File: src/rcw_pkg.sv
// Shared types, constants and MD5 tables for the rainbow chain walk block.
package rcw_pkg;

	localparam int MAX_ALPHABET = 32;
	localparam int MAX_LEN      = 8;
	localparam int MAX_CHAIN    = 1024;

	localparam logic [31:0] IV_A = 32'h67452301;
	localparam logic [31:0] IV_B = 32'hefcdab89;
	localparam logic [31:0] IV_C = 32'h98badcfe;
	localparam logic [31:0] IV_D = 32'h10325476;

	// Register indexes on the configuration port.
	localparam logic [2:0] REG_CHARS_LO  = 3'd0;
	localparam logic [2:0] REG_CHARS_MID = 3'd1;
	localparam logic [2:0] REG_CHARS_HI  = 3'd2;
	localparam logic [2:0] REG_CHARS_TOP = 3'd3;
	localparam logic [2:0] REG_COUNT     = 3'd4;
	localparam logic [2:0] REG_MIN_LEN   = 3'd5;
	localparam logic [2:0] REG_MAX_LEN   = 3'd6;
	localparam logic [2:0] REG_SPACE     = 3'd7;

	// Datapath operations.
	localparam logic [3:0] OP_NONE = 4'd0;
	localparam logic [3:0] OP_LOAD = 4'd1;
	localparam logic [3:0] OP_INIT = 4'd2;
	localparam logic [3:0] OP_POW  = 4'd3;
	localparam logic [3:0] OP_LSEL = 4'd4;
	localparam logic [3:0] OP_DIV  = 4'd5;
	localparam logic [3:0] OP_MD5  = 4'd6;
	localparam logic [3:0] OP_SUM  = 4'd7;
	localparam logic [3:0] OP_MOD  = 4'd8;
	localparam logic [3:0] OP_NEXT = 4'd9;

	typedef struct packed {
		logic [255:0] chars;
		logic [5:0]   cnt;
		logic [3:0]   lo;
		logic [3:0]   hi;
		logic [62:0]  modulus;
	} cfg_t;

	typedef struct packed {
		logic [3:0]  op;
		logic [5:0]  step;
		logic [2:0]  digit;
		logic [10:0] link;
	} cmd_t;

	typedef struct packed {
		logic       pow_done;
		logic       stop;
		logic [3:0] len;
	} status_t;

	function automatic logic [31:0] md5_k(input logic [5:0] i);
		logic [31:0] k;
		case (i)
			6'd0:  k = 32'hd76aa478; 6'd1:  k = 32'he8c7b756;
			6'd2:  k = 32'h242070db; 6'd3:  k = 32'hc1bdceee;
			6'd4:  k = 32'hf57c0faf; 6'd5:  k = 32'h4787c62a;
			6'd6:  k = 32'ha8304613; 6'd7:  k = 32'hfd469501;
			6'd8:  k = 32'h698098d8; 6'd9:  k = 32'h8b44f7af;
			6'd10: k = 32'hffff5bb1; 6'd11: k = 32'h895cd7be;
			6'd12: k = 32'h6b901122; 6'd13: k = 32'hfd987193;
			6'd14: k = 32'ha679438e; 6'd15: k = 32'h49b40821;
			6'd16: k = 32'hf61e2562; 6'd17: k = 32'hc040b340;
			6'd18: k = 32'h265e5a51; 6'd19: k = 32'he9b6c7aa;
			6'd20: k = 32'hd62f105d; 6'd21: k = 32'h02441453;
			6'd22: k = 32'hd8a1e681; 6'd23: k = 32'he7d3fbc8;
			6'd24: k = 32'h21e1cde6; 6'd25: k = 32'hc33707d6;
			6'd26: k = 32'hf4d50d87; 6'd27: k = 32'h455a14ed;
			6'd28: k = 32'ha9e3e905; 6'd29: k = 32'hfcefa3f8;
			6'd30: k = 32'h676f02d9; 6'd31: k = 32'h8d2a4c8a;
			6'd32: k = 32'hfffa3942; 6'd33: k = 32'h8771f681;
			6'd34: k = 32'h6d9d6122; 6'd35: k = 32'hfde5380c;
			6'd36: k = 32'ha4beea44; 6'd37: k = 32'h4bdecfa9;
			6'd38: k = 32'hf6bb4b60; 6'd39: k = 32'hbebfbc70;
			6'd40: k = 32'h289b7ec6; 6'd41: k = 32'heaa127fa;
			6'd42: k = 32'hd4ef3085; 6'd43: k = 32'h04881d05;
			6'd44: k = 32'hd9d4d039; 6'd45: k = 32'he6db99e5;
			6'd46: k = 32'h1fa27cf8; 6'd47: k = 32'hc4ac5665;
			6'd48: k = 32'hf4292244; 6'd49: k = 32'h432aff97;
			6'd50: k = 32'hab9423a7; 6'd51: k = 32'hfc93a039;
			6'd52: k = 32'h655b59c3; 6'd53: k = 32'h8f0ccc92;
			6'd54: k = 32'hffeff47d; 6'd55: k = 32'h85845dd1;
			6'd56: k = 32'h6fa87e4f; 6'd57: k = 32'hfe2ce6e0;
			6'd58: k = 32'ha3014314; 6'd59: k = 32'h4e0811a1;
			6'd60: k = 32'hf7537e82; 6'd61: k = 32'hbd3af235;
			6'd62: k = 32'h2ad7d2bb; 6'd63: k = 32'heb86d391;
			default: k = 32'h0;
		endcase
		return k;
	endfunction

	function automatic logic [4:0] md5_s(input logic [5:0] i);
		logic [4:0] s;
		case ({i[5:4], i[1:0]})
			4'd0:  s = 5'd7;  4'd1:  s = 5'd12; 4'd2:  s = 5'd17; 4'd3:  s = 5'd22;
			4'd4:  s = 5'd5;  4'd5:  s = 5'd9;  4'd6:  s = 5'd14; 4'd7:  s = 5'd20;
			4'd8:  s = 5'd4;  4'd9:  s = 5'd11; 4'd10: s = 5'd16; 4'd11: s = 5'd23;
			4'd12: s = 5'd6;  4'd13: s = 5'd10; 4'd14: s = 5'd15; 4'd15: s = 5'd21;
			default: s = 5'd0;
		endcase
		return s;
	endfunction

	// Message word index for each round.
	function automatic logic [3:0] md5_g(input logic [5:0] i);
		logic [3:0] g;
		case (i[5:4])
			2'd0: g = i[3:0];
			2'd1: g = 4'((5 * int'(i)) + 1);
			2'd2: g = 4'((3 * int'(i)) + 5);
			default: g = 4'(7 * int'(i));
		endcase
		return g;
	endfunction

	function automatic logic [31:0] rotl32(input logic [31:0] x, input logic [4:0] s);
		logic [63:0] w;
		w = {x, x} << s;
		return w[63:32];
	endfunction

endpackage

File: src/rcw_regs.sv
// Configuration register file with APB-style access and range clamping.
module rcw_regs (
	input  logic               clk,
	input  logic               arst_n,
	input  logic               psel,
	input  logic               penable,
	input  logic               pwrite,
	input  logic [5:0]         paddr,
	input  logic [63:0]        pwdata,
	output logic [63:0]        prdata,
	output rcw_pkg::cfg_t      cfg
);
	import rcw_pkg::*;

	logic [63:0] chars_q [4];
	logic [5:0]  count_q;
	logic [3:0]  min_len_q;
	logic [3:0]  max_len_q;
	logic [62:0] space_q;
	logic        wr;
	logic [2:0]  idx;
	logic [3:0]  lo;

	assign wr  = psel && penable && pwrite;
	assign idx = paddr[5:3];

	always_ff @(posedge clk or negedge arst_n) begin
		if (!arst_n) begin
			for (int i = 0; i < 4; i++) chars_q[i] <= '0;
			count_q   <= 6'd1;
			min_len_q <= 4'd1;
			max_len_q <= 4'd1;
			space_q   <= 63'd1;
		end else if (wr) begin
			case (idx)
				REG_CHARS_LO:  chars_q[0] <= pwdata;
				REG_CHARS_MID: chars_q[1] <= pwdata;
				REG_CHARS_HI:  chars_q[2] <= pwdata;
				REG_CHARS_TOP: chars_q[3] <= pwdata;
				REG_COUNT:     count_q    <= pwdata[5:0];
				REG_MIN_LEN:   min_len_q  <= pwdata[3:0];
				REG_MAX_LEN:   max_len_q  <= pwdata[3:0];
				REG_SPACE:     space_q    <= pwdata[62:0];
				default: ;
			endcase
		end
	end

	always_comb begin
		case (idx)
			REG_CHARS_LO:  prdata = chars_q[0];
			REG_CHARS_MID: prdata = chars_q[1];
			REG_CHARS_HI:  prdata = chars_q[2];
			REG_CHARS_TOP: prdata = chars_q[3];
			REG_COUNT:     prdata = {58'd0, count_q};
			REG_MIN_LEN:   prdata = {60'd0, min_len_q};
			REG_MAX_LEN:   prdata = {60'd0, max_len_q};
			REG_SPACE:     prdata = {1'b0, space_q};
			default:       prdata = '0;
		endcase
	end

	always_comb begin
		cfg.chars = {chars_q[3], chars_q[2], chars_q[1], chars_q[0]};
		if (count_q == 6'd0) cfg.cnt = 6'd1;
		else if (count_q > 6'(MAX_ALPHABET)) cfg.cnt = 6'(MAX_ALPHABET);
		else cfg.cnt = count_q;
		if (min_len_q == 4'd0) lo = 4'd1;
		else if (min_len_q > 4'(MAX_LEN)) lo = 4'(MAX_LEN);
		else lo = min_len_q;
		cfg.lo = lo;
		if (max_len_q > 4'(MAX_LEN)) cfg.hi = 4'(MAX_LEN);
		else if (max_len_q < lo) cfg.hi = lo;
		else cfg.hi = max_len_q;
		cfg.modulus = (space_q == 63'd0) ? 63'd1 : space_q;
	end
endmodule

File: src/rcw_ctrl.sv
// Sequencer for the chain walk: phases of each link and the link count.
module rcw_ctrl (
	input  logic               clk,
	input  logic               arst_n,
	input  logic               start,
	input  logic [10:0]        chain_length,
	input  rcw_pkg::status_t   st,
	output rcw_pkg::cmd_t      cmd,
	output logic               busy,
	output logic               done
);
	import rcw_pkg::*;

	localparam logic [3:0] S_IDLE = 4'd0;
	localparam logic [3:0] S_INIT = 4'd1;
	localparam logic [3:0] S_POW  = 4'd2;
	localparam logic [3:0] S_LSEL = 4'd3;
	localparam logic [3:0] S_DIV  = 4'd4;
	localparam logic [3:0] S_MD5  = 4'd5;
	localparam logic [3:0] S_SUM  = 4'd6;
	localparam logic [3:0] S_MOD  = 4'd7;
	localparam logic [3:0] S_NEXT = 4'd8;
	localparam logic [3:0] S_DONE = 4'd9;

	logic [3:0]  state_q;
	logic [5:0]  step_q;
	logic [2:0]  digit_q;
	logic [10:0] link_q;
	logic [10:0] links_q;
	logic [10:0] links_c;

	assign links_c = (chain_length > 11'(MAX_CHAIN)) ? 11'(MAX_CHAIN) : chain_length;
	assign busy = (state_q != S_IDLE);
	assign done = (state_q == S_DONE);

	always_comb begin
		cmd.step  = step_q;
		cmd.digit = digit_q;
		cmd.link  = link_q;
		case (state_q)
			S_IDLE:  cmd.op = start ? OP_LOAD : OP_NONE;
			S_INIT:  cmd.op = OP_INIT;
			S_POW:   cmd.op = st.pow_done ? OP_NONE : OP_POW;
			S_LSEL:  cmd.op = st.stop ? OP_NONE : OP_LSEL;
			S_DIV:   cmd.op = OP_DIV;
			S_MD5:   cmd.op = OP_MD5;
			S_SUM:   cmd.op = OP_SUM;
			S_MOD:   cmd.op = OP_MOD;
			S_NEXT:  cmd.op = OP_NEXT;
			default: cmd.op = OP_NONE;
		endcase
	end

	always_ff @(posedge clk or negedge arst_n) begin
		if (!arst_n) begin
			state_q <= S_IDLE;
			step_q  <= '0;
			digit_q <= '0;
			link_q  <= '0;
			links_q <= '0;
		end else begin
			case (state_q)
				S_IDLE: begin
					if (start) begin
						links_q <= links_c;
						link_q  <= 11'd1;
						state_q <= (links_c <= 11'd1) ? S_DONE : S_INIT;
					end
				end
				S_INIT: state_q <= S_POW;
				S_POW: begin
					if (st.pow_done) state_q <= S_LSEL;
				end
				S_LSEL: begin
					if (st.stop) begin
						state_q <= S_DIV;
						step_q  <= '0;
						digit_q <= '0;
					end
				end
				S_DIV: begin
					// Four quotient bits per step; a digit is complete after step 15.
					if (step_q[3:0] == 4'd15) begin
						step_q <= '0;
						if ({1'b0, digit_q} == st.len - 4'd1) begin
							digit_q <= '0;
							state_q <= S_MD5;
						end else begin
							digit_q <= digit_q + 3'd1;
						end
					end else begin
						step_q <= step_q + 6'd1;
					end
				end
				S_MD5: begin
					step_q <= step_q + 6'd1;
					if (step_q == 6'd63) state_q <= S_SUM;
				end
				S_SUM: begin
					step_q  <= '0;
					state_q <= S_MOD;
				end
				S_MOD: begin
					step_q <= step_q + 6'd1;
					if (step_q == 6'd63) state_q <= S_NEXT;
				end
				S_NEXT: begin
					if (link_q == links_q - 11'd1) begin
						state_q <= S_DONE;
					end else begin
						link_q  <= link_q + 11'd1;
						state_q <= S_INIT;
					end
				end
				S_DONE: state_q <= S_IDLE;
				default: state_q <= S_IDLE;
			endcase
		end
	end
endmodule

File: src/rcw_dpath.sv
// Datapath: length selection, digit divider, MD5 rounds and final modulo.
module rcw_dpath (
	input  logic               clk,
	input  rcw_pkg::cfg_t      cfg,
	input  rcw_pkg::cmd_t      cmd,
	input  logic [62:0]        start_index,
	output rcw_pkg::status_t   st,
	output logic [62:0]        end_index
);
	import rcw_pkg::*;

	logic [62:0] idx_q;
	logic [62:0] rest_q;
	logic [40:0] pow_q;
	logic [3:0]  len_q;
	logic [3:0]  exp_q;
	logic [7:0]  cand_q [8];
	logic [63:0] dq_q;
	logic [4:0]  r_q;
	logic [31:0] a_q, b_q, c_q, d_q;
	logic [63:0] x_q;
	logic [63:0] mr_q;

	logic [46:0] pow_mul;
	logic [63:0] dq_n;
	logic [5:0]  r_t;
	logic [4:0]  r_n;
	logic [2:0]  cpos;
	logic [7:0]  ch;
	logic [31:0] msg [16];
	logic [7:0]  bt;
	logic [31:0] ca, cb, cc, cd, fv, fsum, nb;
	logic [63:0] mr_in, mr_sh, mr_n;

	assign end_index   = idx_q;
	assign st.len      = len_q;
	assign st.pow_done = (exp_q == len_q);
	assign st.stop     = ({22'd0, pow_q} > rest_q) || (len_q >= cfg.hi);
	assign pow_mul     = pow_q * cfg.cnt;

	// Radix-16 restoring division of the rest by the alphabet count.
	always_comb begin
		dq_n = (cmd.step[3:0] == 4'd0) ? {1'b0, rest_q} : dq_q;
		r_n  = (cmd.step[3:0] == 4'd0) ? 5'd0 : r_q;
		for (int i = 0; i < 4; i++) begin
			r_t = {r_n, dq_n[63]};
			if (r_t >= cfg.cnt) begin
				r_t  = r_t - cfg.cnt;
				dq_n = {dq_n[62:0], 1'b1};
			end else begin
				dq_n = {dq_n[62:0], 1'b0};
			end
			r_n = r_t[4:0];
		end
		cpos = 3'(len_q - 4'd1 - {1'b0, cmd.digit});
		ch   = cfg.chars[{r_n, 3'b000} +: 8];
	end

	// One-block message: candidate bytes, the pad byte and the bit length.
	always_comb begin
		for (int w = 0; w < 16; w++) msg[w] = '0;
		for (int j = 0; j < 16; j++) begin
			bt = 8'h00;
			if (j < int'(len_q)) bt = cand_q[j % 8];
			else if (j == int'(len_q)) bt = 8'h80;
			msg[j / 4][8 * (j % 4) +: 8] = bt;
		end
		msg[14] = {25'd0, len_q, 3'b000};
	end

	always_comb begin
		ca = (cmd.step == 6'd0) ? IV_A : a_q;
		cb = (cmd.step == 6'd0) ? IV_B : b_q;
		cc = (cmd.step == 6'd0) ? IV_C : c_q;
		cd = (cmd.step == 6'd0) ? IV_D : d_q;
		case (cmd.step[5:4])
			2'd0: fv = (cb & cc) | (~cb & cd);
			2'd1: fv = (cd & cb) | (~cd & cc);
			2'd2: fv = cb ^ cc ^ cd;
			default: fv = cc ^ (cb | ~cd);
		endcase
		fsum = fv + ca + md5_k(cmd.step) + msg[md5_g(cmd.step)];
		nb   = cb + rotl32(fsum, md5_s(cmd.step));
	end

	// Bit-serial remainder of the digest sum by the space size.
	always_comb begin
		mr_in = (cmd.step == 6'd0) ? 64'd0 : mr_q;
		mr_sh = {mr_in[62:0], x_q[63]};
		mr_n  = (mr_sh >= {1'b0, cfg.modulus}) ? mr_sh - {1'b0, cfg.modulus} : mr_sh;
	end

	always_ff @(posedge clk) begin
		case (cmd.op)
			OP_LOAD: idx_q <= start_index;
			OP_INIT: begin
				rest_q <= idx_q;
				len_q  <= cfg.lo;
				pow_q  <= 41'd1;
				exp_q  <= 4'd0;
			end
			OP_POW: begin
				pow_q <= pow_mul[40:0];
				exp_q <= exp_q + 4'd1;
			end
			OP_LSEL: begin
				rest_q <= rest_q - {22'd0, pow_q};
				pow_q  <= pow_mul[40:0];
				len_q  <= len_q + 4'd1;
			end
			OP_DIV: begin
				dq_q <= dq_n;
				r_q  <= r_n;
				if (cmd.step[3:0] == 4'd15) begin
					rest_q       <= dq_n[62:0];
					cand_q[cpos] <= ch;
				end
			end
			OP_MD5: begin
				a_q <= cd;
				d_q <= cc;
				c_q <= cb;
				b_q <= nb;
			end
			OP_SUM: x_q <= {b_q + IV_B, a_q + IV_A} + {53'd0, cmd.link};
			OP_MOD: begin
				mr_q <= mr_n;
				x_q  <= {x_q[62:0], 1'b0};
			end
			OP_NEXT: idx_q <= mr_q[62:0];
			default: ;
		endcase
	end
endmodule

File: src/rainbow_chain_walk_md5.sv
// Top level of the MD5 rainbow chain walk: registers, sequencer and datapath.
//
//  channel   direction  handshake                 payload
//  command   in         start, busy               start_index, chain_length
//  result    out        done (one-cycle strobe)   end_index
//  config    in/out     psel, penable, pwrite     paddr, pwdata, prdata, pready
//
// A chain of L links (L = chain_length - 1, chain_length capped at 1024) shows its result
// beat after each link has run, in order, its setup, the power and length-selection phases,
// the divider for each digit of the link's candidate, 64 MD5 rounds, the digest sum and the
// bit-serial modulo.
// Busy stays high through the result cycle, so the next beat is taken in the cycle after it at the earliest.
// Reset is asynchronous and active low; no clearing pass is needed.
// The result strobe lasts one cycle and the receiver cannot stall it.
module rainbow_chain_walk_md5 (
	input  logic        clk,
	input  logic        arst_n,
	input  logic        start,
	output logic        busy,
	input  logic [62:0] start_index,
	input  logic [10:0] chain_length,
	output logic        done,
	output logic [62:0] end_index,
	input  logic        psel,
	input  logic        penable,
	input  logic        pwrite,
	input  logic [5:0]  paddr,
	input  logic [63:0] pwdata,
	output logic [63:0] prdata,
	output logic        pready
);
	import rcw_pkg::*;

	cfg_t    cfg;
	cmd_t    cmd;
	status_t st;

	assign pready = 1'b1;

	rcw_regs u_regs (
		.clk     (clk),
		.arst_n  (arst_n),
		.psel    (psel),
		.penable (penable),
		.pwrite  (pwrite),
		.paddr   (paddr),
		.pwdata  (pwdata),
		.prdata  (prdata),
		.cfg     (cfg)
	);

	rcw_ctrl u_ctrl (
		.clk          (clk),
		.arst_n       (arst_n),
		.start        (start),
		.chain_length (chain_length),
		.st           (st),
		.cmd          (cmd),
		.busy         (busy),
		.done         (done)
	);

	rcw_dpath u_dpath (
		.clk         (clk),
		.cfg         (cfg),
		.cmd         (cmd),
		.start_index (start_index),
		.st          (st),
		.end_index   (end_index)
	);
endmodule

File: config.mk
export PLATFORM = sky130hd
export DESIGN_NAME = rainbow_chain_walk_md5
export DESIGN_NICKNAME = d
export VERILOG_FILES = /design/src/rcw_pkg.sv /design/src/rcw_regs.sv /design/src/rcw_ctrl.sv /design/src/rcw_dpath.sv /design/src/rainbow_chain_walk_md5.sv
export SDC_FILE = /design/constraint.sdc
export NUM_CORES = 2
export LEC_CHECK = 0
export ABC_CLOCK_PERIOD_IN_PS = 13800
export BUFFER_PORTS_ARGS = -buffer_cell sky130_fd_sc_hd__buf_2
export CORE_ASPECT_RATIO = 1.5
export CORE_MARGIN = 2
export CORE_UTILIZATION = 64
export DETAILED_ROUTE_END_ITERATION = 8
export GPL_TIMING_DRIVEN = 0
export PLACE_DENSITY_LB_ADDON = 0.12
export SLEW_MARGIN = 20
export SYNTH_ARGS = -nofsm -noshare
export SYNTH_HDL_FRONTEND = slang
export SYNTH_SLANG_ARGS = --single-unit
File: constraint.sdc
create_clock -name clk -period 13.8 [get_ports clk]
set_clock_uncertainty 0.05 [all_clocks]
set_input_delay 2.07 -clock clk [delete_from_list [all_inputs] [get_ports clk]]
set_output_delay 2.07 -clock clk [all_outputs]
set_load 0.02 [all_outputs]
==> summary.log <==
[clock_tree] number of sinks on the clock net 931
[sta] number of endpoints failing setup at the final stage 0
[finish] non-filler cells, final 9712
[synth] Synth Flop Type sky130_fd_sc_hd__edfxtp_1
[synth] Post-synth EDFFs 563
[routing] Wirelength per Cell 31.5 um
[worst_setup_path] setup slack of the most critical reg-to-reg path 0.10 ns
[sta] worst slack on hold paths 0.475 ns
[routing] violation count after the first detailed-routing iteration 9464
[floorplanning] area of the die 115000 sq um
[worst_setup_path] Crit Path Max Fanout 17
[place] port buffer count 272
[worst_setup_path] Startpoint Class flop
[global_routing] overall overflow remaining after global route 0
[worst_setup_path] depth of the most critical reg-to-reg path 41
[routing] per-cell via count in the routed design 7.08
[synth] Synth cell types 98
[global_routing] number of global-route vias before repair 68504
[finish] area growth from synthesis to final layout 9.94%
[global_routing] number of antenna violations at the first check in global routing 30
[synth] mean instance size in the synthesized netlist 9.24 sq um
[floorplanning] number of placed I/O pins 280
[run_status] violated checks DRC
[hold_path] worst hold path cell count 2
[run_status] outcome finished, violations left
[finish] Sequential cell area 26100 sq um
[routing] DR pass1 iterations 9
[clock_tree] CTS H-Tree Depth 3
[floorplanning] core region area 111000 sq um
[sta] Slew headroom 0.115
[sta] Worst Max-Slew Pin Slew 1.31 ns
[finish] final net count 8840
[worst_setup_path] delay of the slowest cell on the worst path 0.86 ns
[clock_tree] clk_lat worst skew 0.77 ns
[clock_tree] clk slew on worst S/H paths 0.07 ns
[worst_setup_path] Setup crit end kind flop
[routing] total via count after detailed routing 68809
[flow_run] number of max-cap violations 0
[sta] highest achievable clock rate 0.0730 GHz
[sta] count of endpoints failing hold in the final timing report 0
[synth] syn nets 8453
[sta] post-route minimum period 13.70 ns
[hold_path] class of the tightest hold or removal check reg2reg
[clock_tree] cts bufs inserted 92
[global_routing] Total GRT Usage 0.521
[synth] post-synthesis instance area 72000 sq um
[global_routing] wire length of the first global-routing pass 441000 um
[floorplanning] Die H 415 um
[synth] post-synthesis instance total 7788
[sta] unrepaired setup endpoints after global routing yes
[clock_tree] maximum root-to-sink buffer count 3
[finish] most common cell after layout, fill and taps aside sky130_fd_sc_hd__nand2_1
[place] post-detail-place hpwl 233000 um
[finish] top library cells by usage in the layout, fill and taps aside sky130_fd_sc_hd__nand2_1 (1087), sky130_fd_sc_hd__edfxtp_1 (563), sky130_fd_sc_hd__nor2_1 (504), sky130_fd_sc_hd__a21oi_1 (491)
[worst_setup_path] worst-path cell with the longest stage delay sky130_fd_sc_hd__or4_1
[sta] Period Utilization, post-route 0.993
[finish] fill cell instance count of the final layout 8249
[place] placer's final routability congestion estimate 1.12
[floorplanning] initial core utilization 0.646
[routing] total routed wirelength 306000 um
[worst_setup_path] Worst Path Arrival 14.00 ns
[routing] DRC violations left 2
[worst_setup_path] CP Class reg2reg
[clock_tree] CTS tree built
[sta] Final Max Tran Viols 0
[floorplanning] x dimension of the die 278 um
[synth] synthesized flop and latch total 931
[finish] multi-input combinational cell area 42500 sq um
[place] number of placed cells counting well taps 9524
[floorplanning] number of standard-cell rows in the floorplan 150
[clock_tree] hold buffers post-CTS 0
[worst_setup_path] most prevalent standard cell on the critical path sky130_fd_sc_hd__a21o_1
[global_routing] pin count of the biggest net entering global routing 103
[clock_tree] clock root buffer sky130_fd_sc_hd__clkbuf_16
[finish] layout cells sized above 1 0.130
[synth] Post-synth ARST share 0.395
[synth] share of synthesized area occupied by flip-flops and latches 0.363
[synth] Ys Warns 0
[routing] antenna violation net count after detailed routing 0
[worst_setup_path] critical path required time 14.11 ns
-- cell usage after synthesis (35+ instances only) --
| master | n | share of area |
|---|---|---|
| sky130_fd_sc_hd__and2_1 | 136 | 0.012 |
| sky130_fd_sc_hd__xnor2_1 | 251 | 0.031 |
| sky130_fd_sc_hd__o21a_1 | 46 | 0.0048 |
| sky130_fd_sc_hd__clkbuf_1 | 369 | 0.019 |
| sky130_fd_sc_hd__ha_1 | 297 | 0.052 |
| sky130_fd_sc_hd__o22ai_1 | 108 | 0.0094 |
| sky130_fd_sc_hd__dfrtp_1 | 364 | 0.13 |
| sky130_fd_sc_hd__fa_1 | 218 | 0.061 |
| sky130_fd_sc_hd__nand3_1 | 175 | 0.012 |
| sky130_fd_sc_hd__nand2_1 | 1088 | 0.057 |
| sky130_fd_sc_hd__buf_1 | 62 | 0.0032 |
| sky130_fd_sc_hd__nor4_1 | 37 | 0.0032 |
| sky130_fd_sc_hd__o21bai_1 | 49 | 0.0051 |
| sky130_fd_sc_hd__nor3_1 | 114 | 0.0079 |
| sky130_fd_sc_hd__nand2b_1 | 99 | 0.0086 |
| sky130_fd_sc_hd__nor2_1 | 511 | 0.027 |
| sky130_fd_sc_hd__o31ai_1 | 35 | 0.0037 |
| sky130_fd_sc_hd__a21oi_1 | 493 | 0.034 |
| sky130_fd_sc_hd__nor2b_1 | 52 | 0.0045 |
| sky130_fd_sc_hd__nand4_1 | 43 | 0.0037 |
| sky130_fd_sc_hd__a22oi_1 | 106 | 0.011 |
| sky130_fd_sc_hd__xor2_1 | 157 | 0.019 |
| sky130_fd_sc_hd__a21o_1 | 132 | 0.014 |
| sky130_fd_sc_hd__mux2i_1 | 147 | 0.020 |
| sky130_fd_sc_hd__o211ai_1 | 47 | 0.0049 |
| sky130_fd_sc_hd__a221o_1 | 46 | 0.0064 |
| sky130_fd_sc_hd__a211oi_1 | 59 | 0.0062 |
| sky130_fd_sc_hd__mux2_2 | 480 | 0.075 |
| sky130_fd_sc_hd__and3_1 | 45 | 0.0039 |
| sky130_fd_sc_hd__edfxtp_1 | 563 | 0.23 |
| sky130_fd_sc_hd__o21ai_0 | 458 | 0.032 |
| sky130_fd_sc_hd__a31oi_1 | 67 | 0.0058 |
| sky130_fd_sc_hd__inv_1 | 480 | 0.025 |
-- metrics by stage --
stage / setup slack (ns) / utilization / instance area [sq um] / setup TNS (ns)
2_1_floorplan: 2.41 / - / 72000 / 0
3_3_place_gp: -0.765 / 0.674 / 75100 / -44.78
3_5_place_dp: -0.651 / 0.679 / 75700 / -36.84
4_1_cts: 0.0439 / 0.708 / 78900 / 0
5_1_grt: -0.00679 / 0.709 / 79100 / -0.0131
6_report: 0.103 / 0.710 / 79100 / 0
-- sequential cells by signal (all words and copies together) (netlist names) --
name	cells
u_regs.max_len_q	4
u_dpath.r_q	5
u_dpath.pow_q	41
u_regs.min_len_q	4
u_dpath.b_q	32
u_dpath.x_q	64
u_ctrl.digit_q	3
u_dpath.cand_q	64
u_ctrl.step_q	6
u_dpath.dq_q	64
u_regs.space_q	63
u_dpath.end_index	63
u_dpath.len_q	4
u_dpath.c_q	32
u_dpath.a_q	32
u_dpath.d_q	32
u_ctrl.links_q	11
u_regs.cfg	256
u_dpath.rest_q	63
u_regs.count_q	6
u_dpath.exp_q	4
u_dpath.mr_q	63
u_ctrl.link_q	11
u_ctrl.state_q	4
-- repair_timing --
item / CTS / global route
pin swaps: 0 / 2
endpoints found under the setup margin: 70 / 73
setup buffers: 0 / 2
hold endpoints to repair: 0 / 0
gates resized for setup: 13 / 27
-- path summary, 6_finish.rpt --
path	startpoint	endpoint
worst max-delay path	u_ctrl.step_q[1]	u_dpath.cand_q[6][3]
worst min-delay path	u_ctrl.links_q[10]	u_ctrl.links_q[10]
worst max register to register	u_ctrl.step_q[1]	u_dpath.cand_q[6][3]
worst min register to register	u_ctrl.links_q[10]	u_ctrl.links_q[10]
max in group asynchronous	arst_n	u_ctrl.link_q[6]
min in group asynchronous	arst_n	u_regs.cfg[176]
-- routing by layer --
layer / GRT usage / routed length [um] / share of wire
met1: 0.512 / 90000 / 0.29
met2: 0.829 / 138000 / 0.45
met5: 0.00378 / 139 / 0.00045
met4: 0.577 / 42600 / 0.14
met3: 0.160 / 34900 / 0.11
-- cell type report --
type / instances / share of cell area
multi-input cells: 5920 / 0.537
flip-flops and latches: 931 / 0.330
clock buffers: 119 / 0.0321
repair buffers: 295 / 0.0238
inverters: 482 / 0.0229
well taps: 1444 / 0.0228
plain buffers: 453 / 0.0224
clock inverters: 53 / 0.00786
diodes: 15 / 0.000474
-- cells by family (layout without fill, tap and decap cells) --
kind of cell	after synthesis	in the layout	share of synthesized area
simple gates	2442	2442	0.154
compound gates	1902	1902	0.169
buf+inv	937	1402	0.0494
flops	931	931	0.363
mux	645	645	0.101
fa+ha+maj	519	519	0.113
xor+xnor	411	411	0.0506
other cells	1	16	0.0000521
-- worst max-delay path: cells and delay by family (launching register included) --
kind / cells / cell delay (ns)
mux: 4 / 1.59
simple gates: 7 / 2.14
fa+ha+maj: 5 / 1.93
compound gates: 16 / 3.80
buf+inv: 9 / 3.09
flops: 1 / 0.71
Power is left out: the tool's default activity adds up to more than one toggle a clock period on the data nets, which glitch-free logic cannot reach.
